**src/sv/nq_pkg.sv**
```systemverilog
// Shared types and constants for the N-queens first-solution search.
// No dependencies; used by nq_col_mem, nq_search and n_queens_first_solution.
`default_nettype none
package nq_pkg;

  localparam int ROWS = 16;
  localparam int IDX_W = 4;
  localparam int SIZE_W = 5;

  typedef struct packed {
    logic             we;
    logic [IDX_W-1:0] waddr;
    logic [IDX_W-1:0] wdata;
    logic             re;
    logic [IDX_W-1:0] raddr;
  } mem_req_t;

  typedef struct packed {
    logic [IDX_W-1:0] row_index;
    logic [IDX_W-1:0] queen_column;
    logic             found;
    logic             last;
  } res_t;

endpackage
`default_nettype wire

```
**src/sv/nq_col_mem.sv**
```systemverilog
// Row stack: one queen column per row, synchronous write and registered read.
// Depends on nq_pkg for the request type.
`default_nettype none
module nq_col_mem (
  input  wire logic                     clk,
  input  wire nq_pkg::mem_req_t         req,
  output logic [nq_pkg::IDX_W-1:0]      rdata
);

  logic [nq_pkg::IDX_W-1:0] mem [nq_pkg::ROWS];

  always_ff @(posedge clk) begin
    if (req.we) begin
      mem[req.waddr] <= req.wdata;
    end
    if (req.re) begin
      rdata <= mem[req.raddr];
    end
  end

endmodule
`default_nettype wire

```
**src/sv/nq_search.sv**
```systemverilog
// Backtracking sequencer: walks rows and candidate columns, checks safety one
// stored row per cycle through the row stack, then reads the stack out.
// Depends on nq_pkg; drives nq_col_mem.
`default_nettype none
module nq_search #(
  parameter int SIZE_LIMIT = 16
) (
  input  wire logic                      clk,
  input  wire logic                      rst,
  input  wire logic                      start,
  input  wire logic [nq_pkg::SIZE_W-1:0] size_in,
  input  wire logic                      out_free,
  input  wire logic [nq_pkg::IDX_W-1:0]  rdata,
  output logic                           busy,
  output nq_pkg::mem_req_t               mem_req,
  output logic                           res_load,
  output nq_pkg::res_t                   res
);

  localparam logic [2:0] S_IDLE    = 3'd0;
  localparam logic [2:0] S_TRY     = 3'd1;
  localparam logic [2:0] S_CHECK   = 3'd2;
  localparam logic [2:0] S_BACK    = 3'd3;
  localparam logic [2:0] S_EMIT_RD = 3'd4;
  localparam logic [2:0] S_EMIT_LD = 3'd5;
  localparam logic [2:0] S_NONE    = 3'd6;

  logic [2:0]                 state, state_next;
  logic [nq_pkg::SIZE_W-1:0]  size, size_next;
  logic [nq_pkg::SIZE_W-1:0]  row, row_next;
  logic [nq_pkg::SIZE_W-1:0]  col, col_next;
  logic [nq_pkg::IDX_W-1:0]   chk, chk_next;
  logic [nq_pkg::IDX_W-1:0]   k, k_next;

  logic [nq_pkg::IDX_W-1:0]   col4, diff, row_gap;
  logic                       conflict, k_last;

  assign col4 = col[nq_pkg::IDX_W-1:0];
  assign diff = (rdata >= col4) ? (rdata - col4) : (col4 - rdata);
  assign row_gap = row[nq_pkg::IDX_W-1:0] - chk;
  assign conflict = (rdata == col4) || (diff == row_gap);
  assign k_last = ({1'b0, k} + nq_pkg::SIZE_W'(1)) == size;

  assign busy = (state != S_IDLE);

  always_comb begin
    state_next = state;
    size_next  = size;
    row_next   = row;
    col_next   = col;
    chk_next   = chk;
    k_next     = k;
    mem_req    = '0;
    res_load   = 1'b0;
    res        = '0;
    case (state)
      S_IDLE: begin
        if (start) begin
          size_next = size_in;
          row_next  = '0;
          col_next  = '0;
          if (size_in == '0 || size_in > nq_pkg::SIZE_W'(SIZE_LIMIT)) begin
            state_next = S_NONE;
          end else begin
            state_next = S_TRY;
          end
        end
      end
      S_TRY: begin
        if (row >= size) begin
          k_next     = '0;
          state_next = S_EMIT_RD;
        end else if (col >= size) begin
          if (row == '0) begin
            col_next   = '0;
            state_next = S_NONE;
          end else begin
            // Pop one row and resume after the column it held.
            row_next      = row - nq_pkg::SIZE_W'(1);
            mem_req.re    = 1'b1;
            mem_req.raddr = row_next[nq_pkg::IDX_W-1:0];
            state_next    = S_BACK;
          end
        end else if (row == '0) begin
          mem_req.we    = 1'b1;
          mem_req.waddr = '0;
          mem_req.wdata = col4;
          row_next      = row + nq_pkg::SIZE_W'(1);
          col_next      = '0;
        end else begin
          chk_next      = '0;
          mem_req.re    = 1'b1;
          mem_req.raddr = '0;
          state_next    = S_CHECK;
        end
      end
      S_CHECK: begin
        // rdata holds the column of row chk; unless it conflicts or is the last row, the read of chk+1 goes out now.
        if (conflict) begin
          col_next   = col + nq_pkg::SIZE_W'(1);
          state_next = S_TRY;
        end else if ({1'b0, chk} + nq_pkg::SIZE_W'(1) == row) begin
          mem_req.we    = 1'b1;
          mem_req.waddr = row[nq_pkg::IDX_W-1:0];
          mem_req.wdata = col4;
          row_next      = row + nq_pkg::SIZE_W'(1);
          col_next      = '0;
          state_next    = S_TRY;
        end else begin
          chk_next      = chk + nq_pkg::IDX_W'(1);
          mem_req.re    = 1'b1;
          mem_req.raddr = chk_next;
        end
      end
      S_BACK: begin
        col_next   = {1'b0, rdata} + nq_pkg::SIZE_W'(1);
        state_next = S_TRY;
      end
      S_EMIT_RD: begin
        if (out_free) begin
          mem_req.re    = 1'b1;
          mem_req.raddr = k;
          state_next    = S_EMIT_LD;
        end
      end
      S_EMIT_LD: begin
        res_load         = 1'b1;
        res.row_index    = k;
        res.queen_column = rdata;
        res.found        = 1'b1;
        res.last         = k_last;
        k_next           = k + nq_pkg::IDX_W'(1);
        state_next       = k_last ? S_IDLE : S_EMIT_RD;
      end
      S_NONE: begin
        if (out_free) begin
          res_load   = 1'b1;
          res.last   = 1'b1;
          state_next = S_IDLE;
        end
      end
      default: begin
        state_next = S_IDLE;
      end
    endcase
  end

  always_ff @(posedge clk) begin
    if (rst) begin
      state <= S_IDLE;
      row   <= '0;
      col   <= '0;
    end else begin
      state <= state_next;
      row   <= row_next;
      col   <= col_next;
    end
    size <= size_next;
    chk  <= chk_next;
    k    <= k_next;
  end

endmodule
`default_nettype wire

```
**src/sv/n_queens_first_solution.sv**
```systemverilog
// N-queens first solution: one board size in, one result per row out (or one
// "not found" result). The row stack has a single read port, so a run checks
// each earlier row for a candidate column in turn and reads a popped row back
// on each backtrack; readout reads the stack once per result. One board is
// searched at a time. Reset (rst, synchronous) clears control state only.
`default_nettype none
module n_queens_first_solution #(
  parameter int MAX_SIZE = 16
) (
  input  wire logic                           clk,
  input  wire logic                           rst,
  input  wire logic                           in_valid,
  output logic                                in_stall,
  input  wire logic [nq_pkg::SIZE_W-1:0]      board_size,
  output logic                                out_valid,
  input  wire logic                           out_stall,
  output logic [nq_pkg::IDX_W-1:0]            row_index,
  output logic [nq_pkg::IDX_W-1:0]            queen_column,
  output logic                                found,
  output logic                                last
);

  localparam int SIZE_LIMIT = (MAX_SIZE < nq_pkg::ROWS) ? MAX_SIZE : nq_pkg::ROWS;

  nq_pkg::mem_req_t          mem_req;
  nq_pkg::res_t              res;
  logic [nq_pkg::IDX_W-1:0]  rdata;
  logic                      busy, res_load, out_free;

  assign in_stall = busy;
  assign out_free = !out_valid || !out_stall;

  nq_col_mem u_mem (
    .clk   (clk),
    .req   (mem_req),
    .rdata (rdata)
  );

  nq_search #(
    .SIZE_LIMIT (SIZE_LIMIT)
  ) u_search (
    .clk      (clk),
    .rst      (rst),
    .start    (in_valid && !busy),
    .size_in  (board_size),
    .out_free (out_free),
    .rdata    (rdata),
    .busy     (busy),
    .mem_req  (mem_req),
    .res_load (res_load),
    .res      (res)
  );

  // Output register: a result item holds here until the consumer takes it.
  always_ff @(posedge clk) begin
    if (rst) begin
      out_valid <= 1'b0;
    end else if (res_load) begin
      out_valid <= 1'b1;
    end else if (!out_stall) begin
      out_valid <= 1'b0;
    end
    if (res_load) begin
      row_index    <= res.row_index;
      queen_column <= res.queen_column;
      found        <= res.found;
      last         <= res.last;
    end
  end

endmodule
`default_nettype wire
```
**config.mk**
```make
export PLATFORM = sky130hd
export DESIGN_NAME = n_queens_first_solution
export DESIGN_NICKNAME = d
export VERILOG_FILES = /design/src/sv/nq_pkg.sv /design/src/sv/nq_col_mem.sv /design/src/sv/nq_search.sv /design/src/sv/n_queens_first_solution.sv
export SDC_FILE = /design/constraint.sdc
export NUM_CORES = 1
export LEC_CHECK = 0
export ABC_AREA = 0
export BUFFER_PORTS_ARGS = -buffer_cell sky130_fd_sc_hd__buf_2
export CORE_UTILIZATION = 56
export CTS_CLUSTER_SIZE = 10
export DETAILED_ROUTE_END_ITERATION = 7
export GPL_TIMING_DRIVEN = 0
export PLACE_DENSITY = 0.73
export SLEW_MARGIN = 15
export SYNTH_ARGS = -nofsm -noshare
export SYNTH_HDL_FRONTEND = slang
export SYNTH_SLANG_ARGS = --single-unit
```
**constraint.sdc**
```tcl
create_clock -name clk -period 3.8 [get_ports clk]
set_input_delay 0.38 -clock clk [delete_from_list [all_inputs] [get_ports clk]]
set_output_delay 0.38 -clock clk [all_outputs]
set_load 0.1 [all_outputs]
```
==> metrics <==
status complete, no violations; pwr/cell area 715.2 mW/mm²; Clock Tree Buf Depth 2; Worst-Skew Late Latency 0.37 ns; Hold Buf Count CTS 0; Placer Congestion 0.8922; CP delay by family, top compound AO/OA/AOI/OAI gates; cts bufs inserted 9; Worst EP arrival 3.91 ns; placed cells 686; initial antenna violation count 0; Rel. slew slack 29.93%; die area 0.01105 mm²; Post-Route Setup TNS 0 ns; Initial DRC Count 424; Slowest-stage cell, CP edfxtp_1; vias in the first global route 4264; fin. max-slew vios 0; dominant synthesized flop cell edfxtp_1; chip height 105.1 µm; commonest non-fill, non-tap cells in the layout 91 x edfxtp_1, 40 x nor2_1, 26 x ha_1; post-route worst setup slack 0.003777 ns; worst-margin pin slew 1.051 ns; Routed Antenna Nets 0; minimum clock period 3.796 ns; first-pass GRT wire length 22480 µm; async set-reset flop share out of synthesis 0%; clock transition at the registers of the reported paths 0.10 ns; Post-synth EDFFs 91; Total GRT Usage 26.76%; drt pass-1 iters 5; register area share after synthesis 50.60%; post-synthesis net count 569; fin crit share 99.90%; CTS HTree Levels 3; grt ovf 0; FP Rows 37; drt via density 6.457; ANT cells 0; slowest stage delay, CP 0.45 ns; Worst setup EP type flip-flop; Setup CP Type reg2reg; synth warn 0; # fillers 745; Startpoint Class flip-flop; crit path cell chain inv_2 > ha_1 > inv_1 > fa_2 > a21o_1 > a211oi_2 > nand3b_1 > o211a_4 > o21a_2 > buf_4 > o211a_1 > a2111oi_2 > nor4_2 > a22o_1; Worst Hold Class in2reg; Critical Path Start u_mem.rdata[0]; layout cell share with drive strength beyond 1 21.84%; #FFs+latches synth 105; pin count of the biggest net entering global routing 18; DRC 0; worst slack, placed -0.7811 ns; maximum VDD drop 0.3848 mV; core region area 0.01032 mm²; Highest Clock Rate 0.2634 GHz; static leakage 2.355 nW; Crit path required time 3.92 ns; nets@finish 620; Sequential Area 0.003015 mm²; Syn Inst Count 530; Port Buffers 20; CTS tree built; final setup vio count 0; DR WL/cell 20.80 µm; most common cell after layout, fill and taps aside edfxtp_1; Hold Vio Cnt, Final 0; clk sinks 105; CTS root buf clkbuf_8; Distinct cells, synth 68; CP max FO 10; # IOs 21; clk_skew 0.01236 ns; Hold WS 0.1922 ns; synthesized area 0.005954 mm²; via count 4662; Die Wd 105.1 µm; Syn Area/Cell 11.23 µm²; Area Growth Syn to Fin 17.46%; post-DP HPWL 10440 µm; WL final 15010 µm; final cell count without fillers 722; Initial Utilization 57.68%; buffers plus inverters on the worst setup path 3; max cap viols 0; hold path start board_size[1]; Critical R2R Launch u_mem.rdata[0]; area used by multi-input combinational logic 0.003136 mm²
## registers in the layout, indices dropped and copies added (netlist names)
| name | cells |
|---|---|
| u_search.k | 4 |
| u_search.size | 5 |
| found | 1 |
| queen_column | 4 |
| u_search.chk | 4 |
| u_search.state | 3 |
| u_mem.rdata | 4 |
| row_index | 4 |
| u_mem.mem | 64 |
| u_search.col | 5 |
| u_search.row | 5 |
| out_valid | 1 |
| last | 1 |
## cell type report
class / count / area share, %
multi-input combinational: 376 / 44.83
sequential: 105 / 43.11
timing repair buffer: 39 / 3.828
tap: 136 / 2.433
buffer: 25 / 2.039
clock buffer: 12 / 1.932
inverter: 25 / 1.342
clock inverter: 4 / 0.4830
## metal layers
metal	track usage, %	vias up	part of all wire (%)
met1	39.17	2296	44
li1	-	2135	-
met2	40.40	206	47
met4	9.256	0	1.6
met3	4.429	25	7.7
met5	0	-	0
## synthesized netlist by cell type, drive strengths merged (7+ instances only)
master	number	area, µm²
inv	25	93.84
and3	13	81.33
mux2i	15	150.1
nor2	55	206.5
xor2	8	77.58
xnor2	14	122.6
nand3	12	60.06
a211oi	14	115.1
dfxtp	14	280.3
nand2	26	113.9
buf	10	62.56
o211a	19	190.2
nor3	7	35.03
a21oi	20	100.1
o21ai	30	165.2
a2111oi	11	115.1
ha	27	337.8
nor2b	8	50.05
clkbuf	15	56.30
edfxtp	91	2733
## through the flow
step / instance area [µm²] / total power, mW / util, %
6_report: 6994 / 5.002 / 67.75
5_1_grt: 6994 / 5.224 / 67.75
4_1_cts: 6555 / 4.471 / 63.50
3_5_place_dp: 6231 / 3.768 / 60.36
3_3_place_gp: 6225 / 3.702 / 60.30
2_1_floorplan: 5954 / 3.229 / -
## final timing paths
kind	end	slack, ns	depth (start not counted)
worst max-delay path	u_mem.rdata[1]	0.004	14
worst min-delay path	u_search.size[1]	0.19	1
worst max register to register	u_mem.rdata[1]	0.004	14
worst min register to register	u_search.col[4]	0.56	2
## worst reg2reg max path, cell delays in order (launching register included)
cell and delay (ns):
edfxtp_1 0.45, inv_2 0.09, ha_1 0.14, inv_1 0.07, fa_2 0.35, a21o_1 0.17, a211oi_2 0.31, nand3b_1 0.25
o211a_4 0.24, o21a_2 0.24, buf_4 0.19, o211a_1 0.24, a2111oi_2 0.42, nor4_2 0.11, a22o_1 0.28
## power breakdown
part           leakage, nW  switching, mW  internal, mW
clock               0.0873          0.383         0.248
combinational         1.43           1.80          1.07
sequential           0.838         0.0968          1.40
## repair_timing
item | in CTS | in global routing
resized for setup | 37 | 56
gates cloned | 0 | 1
setup buffers | 5 | 14
endpoints found under the setup margin | 132 | 134
pin swaps | 3 | 13
## cells by family (layout without fill, tap and decap cells)
logic type | after synthesis | in the layout | synth area share [%]
compound gates | 147 | 148 | 19.18
xor+xnor | 23 | 23 | 3.740
flops | 105 | 105 | 50.60
simple gates | 160 | 160 | 13.70
buf+inv | 50 | 105 | 3.572
fa+ha+maj | 30 | 30 | 6.682
mux | 15 | 15 | 2.521
No activity file was read; power rests on OpenSTA's default activity.
